$ cat src/design/rfe_pkg.sv
package rfe_pkg;

  localparam int unsigned CfgIdxW = 2;

  // Configuration register indexes.
  localparam logic [CfgIdxW-1:0] CfgCrcKey      = 2'd0;
  localparam logic [CfgIdxW-1:0] CfgStartMarker = 2'd1;
  localparam logic [CfgIdxW-1:0] CfgEndMarker   = 2'd2;

  localparam logic [31:0] CrcPoly         = 32'hEDB8_8320;
  localparam logic [31:0] CrcInv          = 32'hFFFF_FFFF;
  localparam logic [31:0] CrcKeyReset     = 32'h0000_0000;
  localparam logic [7:0]  StartMarkReset  = 8'h02;
  localparam logic [7:0]  EndMarkReset    = 8'h03;
  localparam logic [7:0]  HeaderPad       = 8'h00;
  localparam logic [9:0]  MaxPayload      = 10'd512;

  typedef struct packed {
    logic [31:0] crc_key;
    logic [7:0]  start_marker;
    logic [7:0]  end_marker;
  } rfe_cfg_t;

  // One classified item: which frame sections it emits and their contents.
  typedef struct packed {
    logic        hdr;
    logic        data;
    logic        trl;
    logic [7:0]  msg_type;
    logic [9:0]  len;
    logic [7:0]  data_byte;
    logic [31:0] crc;
  } rfe_cmd_t;

  // Reflected CRC-32 update over one byte, bit by bit.
  function automatic logic [31:0] crc_byte(input logic [31:0] c_in, input logic [7:0] b);
    logic [31:0] c;
    c = c_in ^ {24'h0, b};
    for (int k = 0; k < 8; k++) begin
      c = c[0] ? ((c >> 1) ^ CrcPoly) : (c >> 1);
    end
    return c;
  endfunction

endpackage

$ cat src/design/rfe_if.sv
interface rfe_item_if;
  logic       valid;
  logic       ready;
  logic [7:0] msg_type;
  logic [9:0] payload_len;
  logic [7:0] data_byte;
  logic       first_byte;
  logic       last_byte;
  logic       empty_msg;

  modport source (output valid, msg_type, payload_len, data_byte, first_byte, last_byte,
                  empty_msg, input ready);
  modport sink (input valid, msg_type, payload_len, data_byte, first_byte, last_byte,
                empty_msg, output ready);
endinterface

interface rfe_byte_if;
  logic       valid;
  logic       ready;
  logic [7:0] out_byte;
  logic       run_end;

  modport source (output valid, out_byte, run_end, input ready);
  modport sink (input valid, out_byte, run_end, output ready);
endinterface

$ cat src/design/reply_frame_encoder_crc32_unit.sv
// An accepted item enters the command queue; its bytes leave through the output register.
// Throughput: one frame byte per cycle while the receiver is ready; an item emits 1 to 11
// bytes (header 5, payload 1, trailer 5), so plain payload bytes stream at one item per cycle.
// The command queue between the classifier and the byte sequencer absorbs header/trailer bursts.
// Reset (rst_ni, asynchronous, active low) empties the queue and the output register and
// restores crc_key 0, start marker 0x02, end marker 0x03 and the running CRC 0xFFFFFFFF.
module reply_frame_encoder_crc32_unit
  import rfe_pkg::*;
#(
  parameter int unsigned FIFO_DEPTH = 4
) (
  input  logic               clk_i,
  input  logic               rst_ni,
  input  logic               cfg_we_i,
  input  logic [CfgIdxW-1:0] cfg_idx_i,
  input  logic [31:0]        cfg_data_i,
  rfe_item_if.sink           item_i,
  rfe_byte_if.source         frame_o
);

  rfe_cfg_t cfg_q, cfg_d;
  rfe_cmd_t push_cmd;
  rfe_cmd_t head_cmd;
  logic     push;
  logic     q_full;
  logic     head_valid;
  logic     pop;

  always_comb begin
    cfg_d = cfg_q;
    if (cfg_we_i) begin
      case (cfg_idx_i)
        CfgCrcKey:      cfg_d.crc_key      = cfg_data_i;
        CfgStartMarker: cfg_d.start_marker = cfg_data_i[7:0];
        CfgEndMarker:   cfg_d.end_marker   = cfg_data_i[7:0];
        default:        cfg_d = cfg_q;
      endcase
    end
  end

  always_ff @(posedge clk_i or negedge rst_ni) begin
    if (!rst_ni) begin
      cfg_q.crc_key      <= CrcKeyReset;
      cfg_q.start_marker <= StartMarkReset;
      cfg_q.end_marker   <= EndMarkReset;
    end else begin
      cfg_q <= cfg_d;
    end
  end

  rfe_front u_front (
    .clk_i    (clk_i),
    .rst_ni   (rst_ni),
    .cfg_i    (cfg_q),
    .item_i   (item_i),
    .q_full_i (q_full),
    .push_o   (push),
    .cmd_o    (push_cmd)
  );

  rfe_queue #(
    .Depth (FIFO_DEPTH)
  ) u_queue (
    .clk_i        (clk_i),
    .rst_ni       (rst_ni),
    .push_i       (push),
    .cmd_i        (push_cmd),
    .full_o       (q_full),
    .pop_i        (pop),
    .head_valid_o (head_valid),
    .head_o       (head_cmd)
  );

  rfe_back u_back (
    .clk_i        (clk_i),
    .rst_ni       (rst_ni),
    .cfg_i        (cfg_q),
    .head_valid_i (head_valid),
    .head_i       (head_cmd),
    .pop_o        (pop),
    .frame_o      (frame_o)
  );

endmodule

$ cat src/design/rfe_front.sv
module rfe_front
  import rfe_pkg::*;
(
  input  logic           clk_i,
  input  logic           rst_ni,
  input  rfe_cfg_t       cfg_i,
  rfe_item_if.sink       item_i,
  input  logic           q_full_i,
  output logic           push_o,
  output rfe_cmd_t       cmd_o
);

  logic [31:0] crc_q, crc_d;
  logic [31:0] crc_base;
  logic [31:0] crc_next;
  logic [31:0] key_inv;
  logic        accept;
  logic        closes;

  assign item_i.ready = !q_full_i;
  assign accept       = item_i.valid && !q_full_i;
  assign push_o       = accept;

  assign key_inv  = cfg_i.crc_key ^ CrcInv;
  assign crc_base = item_i.first_byte ? key_inv : crc_q;
  assign crc_next = crc_byte(crc_base, item_i.data_byte);
  assign closes   = item_i.empty_msg || item_i.last_byte;

  always_comb begin
    cmd_o.hdr       = item_i.empty_msg || item_i.first_byte;
    cmd_o.data      = !item_i.empty_msg;
    cmd_o.trl       = closes;
    cmd_o.msg_type  = item_i.msg_type;
    cmd_o.len       = (item_i.payload_len > MaxPayload) ? MaxPayload : item_i.payload_len;
    cmd_o.data_byte = item_i.data_byte;
    // The CRC of an empty payload is the key itself.
    cmd_o.crc       = item_i.empty_msg ? cfg_i.crc_key : (crc_next ^ CrcInv);
  end

  always_comb begin
    crc_d = crc_q;
    if (accept) begin
      crc_d = closes ? key_inv : crc_next;
    end
  end

  always_ff @(posedge clk_i or negedge rst_ni) begin
    if (!rst_ni) begin
      crc_q <= CrcKeyReset ^ CrcInv;
    end else begin
      crc_q <= crc_d;
    end
  end

endmodule

$ cat src/design/rfe_queue.sv
module rfe_queue
  import rfe_pkg::*;
#(
  parameter int unsigned Depth = 4
) (
  input  logic     clk_i,
  input  logic     rst_ni,
  input  logic     push_i,
  input  rfe_cmd_t cmd_i,
  output logic     full_o,
  input  logic     pop_i,
  output logic     head_valid_o,
  output rfe_cmd_t head_o
);

  localparam int unsigned PtrW = (Depth > 1) ? $clog2(Depth) : 1;
  localparam int unsigned CntW = $clog2(Depth + 1);

  rfe_cmd_t            mem_q [Depth];
  logic [PtrW-1:0]     wr_ptr_q, wr_ptr_d;
  logic [PtrW-1:0]     rd_ptr_q, rd_ptr_d;
  logic [CntW-1:0]     count_q, count_d;
  logic                do_push;
  logic                do_pop;

  assign full_o       = (count_q == CntW'(Depth));
  assign head_valid_o = (count_q != '0);
  assign head_o       = mem_q[rd_ptr_q];
  assign do_push      = push_i && !full_o;
  assign do_pop       = pop_i && head_valid_o;

  always_comb begin
    wr_ptr_d = wr_ptr_q;
    rd_ptr_d = rd_ptr_q;
    count_d  = count_q;
    if (do_push) begin
      wr_ptr_d = (wr_ptr_q == PtrW'(Depth - 1)) ? '0 : wr_ptr_q + 1'b1;
    end
    if (do_pop) begin
      rd_ptr_d = (rd_ptr_q == PtrW'(Depth - 1)) ? '0 : rd_ptr_q + 1'b1;
    end
    if (do_push && !do_pop) begin
      count_d = count_q + 1'b1;
    end else if (do_pop && !do_push) begin
      count_d = count_q - 1'b1;
    end
  end

  always_ff @(posedge clk_i or negedge rst_ni) begin
    if (!rst_ni) begin
      wr_ptr_q <= '0;
      rd_ptr_q <= '0;
      count_q  <= '0;
    end else begin
      wr_ptr_q <= wr_ptr_d;
      rd_ptr_q <= rd_ptr_d;
      count_q  <= count_d;
    end
  end

  always_ff @(posedge clk_i) begin
    if (do_push) begin
      mem_q[wr_ptr_q] <= cmd_i;
    end
  end

endmodule

$ cat src/design/rfe_back.sv
module rfe_back
  import rfe_pkg::*;
(
  input  logic       clk_i,
  input  logic       rst_ni,
  input  rfe_cfg_t   cfg_i,
  input  logic       head_valid_i,
  input  rfe_cmd_t   head_i,
  output logic       pop_o,
  rfe_byte_if.source frame_o
);

  typedef enum logic [3:0] {
    PosStart, PosType, PosPad, PosLenLo, PosLenHi, PosData,
    PosCrc0, PosCrc1, PosCrc2, PosCrc3, PosEnd
  } pos_e;

  pos_e       step_q, step_d;
  pos_e       cur_pos;
  pos_e       first_pos;
  pos_e       last_pos;
  pos_e       next_pos;
  logic       busy_q, busy_d;
  logic       out_valid_q, out_valid_d;
  logic [7:0] out_byte_q, out_byte_d;
  logic       run_end_q, run_end_d;
  logic       emit;
  logic       at_last;
  logic [7:0] sel_byte;

  assign first_pos = head_i.hdr ? PosStart : (head_i.data ? PosData : PosCrc0);
  assign last_pos  = head_i.trl ? PosEnd : PosData;
  assign cur_pos   = busy_q ? step_q : first_pos;
  assign at_last   = (cur_pos == last_pos);
  assign emit      = head_valid_i && (!out_valid_q || frame_o.ready);
  assign pop_o     = emit && at_last;

  always_comb begin
    case (cur_pos)
      PosLenHi: next_pos = head_i.data ? PosData : PosCrc0;
      PosStart: next_pos = PosType;
      PosType:  next_pos = PosPad;
      PosPad:   next_pos = PosLenLo;
      PosLenLo: next_pos = PosLenHi;
      PosData:  next_pos = PosCrc0;
      PosCrc0:  next_pos = PosCrc1;
      PosCrc1:  next_pos = PosCrc2;
      PosCrc2:  next_pos = PosCrc3;
      PosCrc3:  next_pos = PosEnd;
      default:  next_pos = PosEnd;
    endcase
  end

  always_comb begin
    case (cur_pos)
      PosStart: sel_byte = cfg_i.start_marker;
      PosType:  sel_byte = head_i.msg_type;
      PosPad:   sel_byte = HeaderPad;
      PosLenLo: sel_byte = head_i.len[7:0];
      PosLenHi: sel_byte = {6'b0, head_i.len[9:8]};
      PosData:  sel_byte = head_i.data_byte;
      PosCrc0:  sel_byte = head_i.crc[7:0];
      PosCrc1:  sel_byte = head_i.crc[15:8];
      PosCrc2:  sel_byte = head_i.crc[23:16];
      PosCrc3:  sel_byte = head_i.crc[31:24];
      PosEnd:   sel_byte = cfg_i.end_marker;
      default:  sel_byte = cfg_i.end_marker;
    endcase
  end

  always_comb begin
    step_d      = step_q;
    busy_d      = busy_q;
    out_valid_d = out_valid_q;
    out_byte_d  = out_byte_q;
    run_end_d   = run_end_q;
    if (emit) begin
      out_valid_d = 1'b1;
      out_byte_d  = sel_byte;
      run_end_d   = at_last;
      busy_d      = !at_last;
      step_d      = next_pos;
    end else if (frame_o.ready) begin
      out_valid_d = 1'b0;
    end
  end

  always_ff @(posedge clk_i or negedge rst_ni) begin
    if (!rst_ni) begin
      step_q      <= PosStart;
      busy_q      <= 1'b0;
      out_valid_q <= 1'b0;
      out_byte_q  <= '0;
      run_end_q   <= 1'b0;
    end else begin
      step_q      <= step_d;
      busy_q      <= busy_d;
      out_valid_q <= out_valid_d;
      out_byte_q  <= out_byte_d;
      run_end_q   <= run_end_d;
    end
  end

  assign frame_o.valid    = out_valid_q;
  assign frame_o.out_byte = out_byte_q;
  assign frame_o.run_end  = run_end_q;

endmodule

$ cat src/flat_wrapper.sv
// flat-port wrapper written by rule: the top's interface ports become plain ports
module reply_frame_encoder_crc32_unit_flat import rfe_pkg::*;
#(
  parameter int unsigned FIFO_DEPTH = 4
)
  (clk_i, rst_ni, cfg_we_i, cfg_idx_i, cfg_data_i, item_i_valid, item_i_msg_type, item_i_payload_len, item_i_data_byte, item_i_first_byte, item_i_last_byte, item_i_empty_msg, item_i_ready, frame_o_valid, frame_o_out_byte, frame_o_run_end, frame_o_ready);
  rfe_item_if item_i_i ();
  rfe_byte_if frame_o_i ();
  input  logic clk_i;
  input  logic rst_ni;
  input  logic cfg_we_i;
  input  logic [CfgIdxW-1:0] cfg_idx_i;
  input  logic [31:0] cfg_data_i;
  input wire logic [$bits(item_i_i.valid)-1:0] item_i_valid;
  input wire logic [$bits(item_i_i.msg_type)-1:0] item_i_msg_type;
  input wire logic [$bits(item_i_i.payload_len)-1:0] item_i_payload_len;
  input wire logic [$bits(item_i_i.data_byte)-1:0] item_i_data_byte;
  input wire logic [$bits(item_i_i.first_byte)-1:0] item_i_first_byte;
  input wire logic [$bits(item_i_i.last_byte)-1:0] item_i_last_byte;
  input wire logic [$bits(item_i_i.empty_msg)-1:0] item_i_empty_msg;
  output wire logic [$bits(item_i_i.ready)-1:0] item_i_ready;
  output wire logic [$bits(frame_o_i.valid)-1:0] frame_o_valid;
  output wire logic [$bits(frame_o_i.out_byte)-1:0] frame_o_out_byte;
  output wire logic [$bits(frame_o_i.run_end)-1:0] frame_o_run_end;
  input wire logic [$bits(frame_o_i.ready)-1:0] frame_o_ready;
  assign item_i_i.valid = item_i_valid;
  assign item_i_i.msg_type = item_i_msg_type;
  assign item_i_i.payload_len = item_i_payload_len;
  assign item_i_i.data_byte = item_i_data_byte;
  assign item_i_i.first_byte = item_i_first_byte;
  assign item_i_i.last_byte = item_i_last_byte;
  assign item_i_i.empty_msg = item_i_empty_msg;
  assign item_i_ready = item_i_i.ready;
  assign frame_o_valid = frame_o_i.valid;
  assign frame_o_out_byte = frame_o_i.out_byte;
  assign frame_o_run_end = frame_o_i.run_end;
  assign frame_o_i.ready = frame_o_ready;
  reply_frame_encoder_crc32_unit #(.FIFO_DEPTH(FIFO_DEPTH)) u_core (.clk_i(clk_i), .rst_ni(rst_ni), .cfg_we_i(cfg_we_i), .cfg_idx_i(cfg_idx_i), .cfg_data_i(cfg_data_i), .item_i(item_i_i), .frame_o(frame_o_i));
endmodule
$ cat config.mk
export PLATFORM = sky130hd
export DESIGN_NAME = reply_frame_encoder_crc32_unit_flat
export DESIGN_NICKNAME = d
export VERILOG_FILES = /design/src/design/rfe_pkg.sv /design/src/design/rfe_if.sv /design/src/design/reply_frame_encoder_crc32_unit.sv /design/src/design/rfe_front.sv /design/src/design/rfe_queue.sv /design/src/design/rfe_back.sv /design/src/flat_wrapper.sv
export SDC_FILE = /design/constraint.sdc
export NUM_CORES = 1
export LEC_CHECK = 0
export BUFFER_PORTS_ARGS = -buffer_cell sky130_fd_sc_hd__buf_2
export CAP_MARGIN = 30
export CORE_UTILIZATION = 45
export DETAILED_ROUTE_END_ITERATION = 10
export PLACE_DENSITY = 0.74
export SYNTH_ARGS = -nofsm -noshare
export SYNTH_HDL_FRONTEND = slang
export SYNTH_SLANG_ARGS = --single-unit
$ cat constraint.sdc
create_clock -name clk_i -period 3 [get_ports clk_i]
set_input_delay 0.15 -clock clk_i [delete_from_list [all_inputs] [get_ports clk_i]]
set_output_delay 0.15 -clock clk_i [all_outputs]
set_load 0.03 [all_outputs]
# Word-level counts from Yosys, hierarchy flattened

Memory sizes are Yosys's and may differ from the RTL's.
Cells that the tools add are included.

Register bits after elaboration: 102
Bits in latches: 0
Memory bits (writable): 244
ROM bits: 0
Input bits: 68
Output and inout bits: 11
Logic and storage cells: 94
Memories kept: 1

Add/subtract/negate cells: 4
Multiply operators: 0
Div/mod/pow operators: 0
$lt $le $gt $ge: 1
Equal/unequal tests: 15
Shifts and indexed selects: 0
Mux-type cells: 26
Bitwise operators: 11
Reduce and logical (&&, ||, !) cells: 24

Memories:

| name                 | depth | width | read ports | clocked after memory_dff | write ports | line            | RTL |
|---|---|---|---|---|---|---|---|
| u_core.u_queue.mem_q | 4     | 61    | 1          | 0                        | 1           | rfe_queue.sv:19 | `rfe_cmd_t mem_q [Depth];` |

Operator list:

| cell                                                             | number |
|---|---|
| 32-bit two-way mux                                               | 11 |
| 13-bit NOT with 14-bit output                                    | 8 |
| 8-bit one-hot mux with 10 select lines                           | 1 |
| 32-bit NOT                                                       | 2 |
| 4-bit one-hot mux with 9 select lines                            | 1 |
| 32-bit by 8-bit bitwise XOR with 32-bit output                   | 1 |
| 4-bit by 3-bit == test with 1-bit output (second input constant) | 4 |
| 4-bit two-way mux                                                | 3 |
| 10-bit > comparator (second input constant)                      | 1 |
| 10-bit two-way mux                                               | 1 |
| 4-bit by 2-bit == test with 1-bit output (second input constant) | 2 |
| 4-bit == test (second input constant)                            | 2 |
| 1-bit logical AND                                                | 7 |
| 2-bit == test (second input constant)                            | 3 |
| 1-bit logical NOT                                                | 6 |
| 2-bit two-way mux                                                | 3 |
| 3-bit two-way mux                                                | 2 |
| 2-bit AND reduction                                              | 3 |
| 2-bit by 1-bit adder with 2-bit output (second input constant)   | 2 |
| 4-bit by 1-bit == test with 1-bit output (second input constant) | 1 |
| 4-bit == test                                                    | 1 |
| 4-bit logical NOT                                                | 1 |
| 1-bit two-way mux                                                | 4 |
| 2-bit nonzero test                                               | 2 |
| 7 further kinds                                                  | 9 |

# Longest topological paths before layout

Depth after elaboration: 21
Mapped depth: 13
Depth with buffers taken out: 12

# Hierarchy

From an unflattened synthesis, not the netlist that was laid out.

Cell total of the unflattened synthesis: 1,038
Area, all modules: 16,086.7 µm²

By module, submodules not included:

| module                         | instances | cells an instance | area each (µm²) | seq. area each (µm²) |
|---|---|---|---|---|
| rfe_queue                      | 1         | 356               | 9,332.7         | 7,502.2 |
| rfe_front                      | 1         | 389               | 3,390.8         | 840.8 |
| reply_frame_encoder_crc32_unit | 1         | 102               | 1,813.0         | 1,204.9 |
| rfe_back                       | 1         | 191               | 1,550.2         | 375.4 |

# Least setup slack after synthesis

OpenSTA, ideal clock, no wires.

Path type: flip-flop to flip-flop
Start point: reg u_core.u_queue.rd_ptr_q[0]
End point: reg u_core.u_queue.count_q[1]
Library setup time: 0.125 ns
Arrival: 2.771 ns
Required time: 2.875 ns
Setup slack: 0.105 ns
Cell stages (with the launch flop): 12
Path buffers: 1
Period minus slack after synthesis: 2.895 ns
Cell sequence: dfrtp_1 buf_4 mux4_2 nor2_1 o2bb2ai_2 nor2_1 a211oi_2 inv_1 ha_1 inv_1 fa_1 mux2_2

Cells in the longest elaborated chain, start to end: 10
Elaborated cells between the ends (all ways): 13
Those cells by class: eq/ne (1); mux (5); reduce/logical (6); memory (1)

RTL lines:

| what                          | line            | RTL |
|---|---|---|
| start: declaration            | rfe_queue.sv:21 | `logic [PtrW-1:0] rd_ptr_q, rd_ptr_d;` |
| start signal: assignment      | rfe_queue.sv:56 | `rd_ptr_q <= rd_ptr_d;` |
| memory 4 x 61 bit *           | n/a             |  |
| 2-bit two-way mux             | rfe_back.sv:31  | `assign first_pos = head_i.hdr ? PosStart : (head_i.data ? PosData : PosCrc0);` |
| 4-bit two-way mux             | rfe_back.sv:31  |  |
| 4-bit two-way mux             | rfe_back.sv:33  | `assign cur_pos = busy_q ? step_q : first_pos;` |
| 4-bit == test *               | rfe_back.sv:34  | `assign at_last = (cur_pos == last_pos);` |
| 1-bit logical AND *           | rfe_back.sv:36  | `assign pop_o = emit && at_last;` |
| 1-bit logical AND *           | rfe_queue.sv:30 | `assign do_pop = pop_i && head_valid_o;` |
| 1-bit logical NOT *           | rfe_queue.sv:42 | `if (do_push && !do_pop) begin` |
| 1-bit logical AND *           | rfe_queue.sv:42 |  |
| 3-bit two-way mux *           | rfe_queue.sv:42 |  |
| via u_core.u_queue.count_d[1] | rfe_queue.sv:22 | `logic [CntW-1:0] count_q, count_d;` |
| end signal: assignment        | rfe_queue.sv:57 | `count_q <= count_d;` |
| end: declaration              | rfe_queue.sv:22 |  |

The timed path passes the listed nets; every way through them passes the cells marked *.
A chain may end at the register's enable or synchronous reset.

# Final worst setup path

Ends and elaborated chain as after synthesis.

==> results.toml <==
[logic_synthesis]
syn_area_um2 = 15800
async_reset_ff_frac = 0.295
yosys-top-cells-area = "edfxtp_1 46%, dfrtp_1 11%, mux4_2 8.7%"
yosys_register_bits = 346
yosysWarnings = 0
yosysTopAreaCell = "edfxtp_1"
yosys.area.top_type_share = 0.463
ys_types = 78
synth_edf_count = 244
avgSynthCellArea_um2 = 15.4
synth_ff_type = "edfxtp_1"
synth_most_common_cell = "edfxtp_1"
ys_seq_area_frac = 0.628
synth_common_cells = "244 x edfxtp_1, 73 x nand2_1, 71 x o21ai_0"
synth_nets = 1102
netlist_instances = 1027

[floorplanning]
io_pins = 79
die_w_um = 189
coreArea_um2 = 34500
start_util = 0.458
dieArea_um2 = 35900
num_rows = 68
fp.dieH_um = 189

[setup_path]
worst-setup-path-type = "reg -> reg"
required_ps = 3420
crit_fanout = 5
slowest_delay_ps = 560
crit_chain = "mux4_2 -> nor2_1 -> o2bb2ai_2 -> nor2_1 -> a211oi_2 -> inv_1 -> ha_1 -> inv_1 -> fa_1 -> mux2_2"
crit_path_start_kind = "register"
cp-end-kind = "register"
cp_data_arrival_time_ps = 3200
crit_buf_inv = 2
ff2ff_setup_slack_ps = 210
cp_top_family = "multiplexers"
slowest_stage = "mux4_2"

[global_route]
antenna_found_initial = 0
grt_pass1_wl_mm = 57.3
grt_max_degree = 64
grt-ovfl-total = 0
grt_pass1_vias = 9688
grt_use_total = 0.213

[sta]
setup_tns_ps = 0
setup_viol = 0
slew_headroom = 0.364
fin_worst_skew_ps = 20.5
period_share = 0.929
slew_viol_final = 0
finalHoldViolations = 0
period_needed_ps = 2790
worstMarginPinSlew_ps = 946
rsz0062_at_grt = "false"
max_freq_ghz = 0.359
setup_slack_ps = 214

[placed_design]
hpwl_mm = 24.9
io_buffer_count = 78
post-place-ws_ps = 228
place.gp.congestion = 0.893

[cts]
cts_resized = 0
cts_buffer_depth = 3
clkLatencyLatePin_ps = 540
cts_sinks = 346
postCtsSetupRepairBufs = 0
numCtsBuffers = 37
clk_pin_slew_ps = 60
root_buffer = "clkbuf_16"
cts_tree = "yes"
cts_max_level = 2

[layout]
layout-drive-gt1-share = 0.295
n_antenna_cell = 0
area_growth_pct = 18.0
nets = 1259

[run]
cap_violations = 0

[detailed_routing]
vias_per_cell = 5.73
vias = 9552
drc = 0
wl_met3_mm = 2.79
wirelength_met1_mm = 16.1
drt-initial-drc-count = 808
ant_nets = 0
wl_per_cell_um = 22.4
routed.top_layer = "met4"
drtPass1Iterations = 5
wl_met2_mm = 17.1
wl_mm = 37.3

[pwr]
ir_worst_vdd_mv = 0.549
cellPowerDensity_nw_per_um2 = 1020
power_leakage_nw = 7.08

[min_path]
hp-class = "in -> reg"

[status]
status = "completed"
final timing paths:
path	cells past startpoint	end	from
setup reg to reg	10	u_core.u_queue.count_q[1]$_DFFE_PN0P_	u_core.u_queue.rd_ptr_q[0]$_DFFE_PN0P_
max in group asynchronous	3	u_core.u_front.crc_q[20]$_DFFE_PN1P_	rst_ni
setup / recovery	10	u_core.u_queue.count_q[1]$_DFFE_PN0P_	u_core.u_queue.rd_ptr_q[0]$_DFFE_PN0P_
hold reg to reg	2	u_core.u_front.crc_q[15]$_DFFE_PN1P_	u_core.u_front.crc_q[15]$_DFFE_PN1P_
hold / removal	2	u_core.u_queue.mem_q[3][48]$_DFFE_PP_	item_i_payload_len[8]
min in group asynchronous	2	u_core.cfg_q[26]$_DFFE_PN0P_	rst_ni
logic make-up (layout without fill, tap and decap cells):
| logic type | Yosys count | after routing | share of synthesized area |
|---|---|---|---|
| flip-flops | 346 | 346 | 0.628 |
| AND/OR/NAND/NOR | 213 | 213 | 0.0684 |
| AO/OA/AOI/OAI | 177 | 177 | 0.0709 |
| multiplexers | 141 | 141 | 0.142 |
| buffers and inverters | 90 | 275 | 0.0244 |
| XOR/XNOR | 53 | 53 | 0.0602 |
| adder cells (fa/ha/maj) | 7 | 7 | 0.00601 |
final cells by class:
type                    instances  area, µm²
fillers                      2754      15900
flip-flops and latches        346       9930
multi-input cells             591       5520
repair buffers                169       1280
clock buffers                  50       1030
well taps                     455        569
clock inverters                17        186
inverters                      39        146
placed cells by master (no fill, tap or decap), types with 7 or more instances in the layout:
cell,n
a21oi_1,31
a221o_1,7
a22oi_1,8
a31oi_1,9
and3_1,9
buf_2,77
buf_4,35
clkbuf_1,9
clkbuf_16,38
dfrtp_1,65
dfstp_2,35
dlygate4sd3_1,51
edfxtp_1,244
inv_1,38
mux2_2,53
mux2i_1,25
mux4_2,61
nand2_1,72
nor2_1,32
nor2b_1,17
nor3_1,24
o21ai_0,71
xnor2_1,12
xnor3_1,27
state kept, by name, indices dropped and copies added, names as in the netlist:
name and count:
u_core.u_front.crc_q 32, u_core.u_back.frame_o.out_byte 8, u_core.u_back.frame_o.valid 1, u_core.u_queue.count_q 3
u_core.u_queue.wr_ptr_q 2, u_core.u_queue.rd_ptr_q 2, u_core.u_queue.mem_q 244, u_core.u_back.frame_o.run_end 1
u_core.u_back.busy_q 1, u_core.u_back.step_q 4, u_core.cfg_q 48
routing by layer:
layer | GRT usage | vias up
met5 | 0 | -
met4 | 0.0794 | 0
met3 | 0.0473 | 78
met2 | 0.325 | 380
met1 | 0.299 | 4839
li1 | - | 4255
where the power goes:
group / internal, mW / switching (mW) / leakage (nW)
registers: 6.92 / 0.556 / 3.41
logic: 3.18 / 3.82 / 3.08
clock network: 2.68 / 1.83 / 0.589
repair_timing:
action,CTS,global route
hold buffers,51,0
endpoints found under the setup margin,0,0
endpoints found under the hold margin,161,0
per-stage QoR:
step	power, mW	util	hold WS [ps]	std cells	instance area (µm²)
finish	19.0	0.540	49.1	1667	18700
global route	19.9	0.540	53.1	1667	18700
CTS	19.1	0.540	36.4	1667	18700
detailed placement	14.5	0.490	281	1549	16900
global placement	14.3	0.490	279	1549	16900
floorplan	12.2	-	-146	1027	15800
Power figures use the tool's default switching activity.
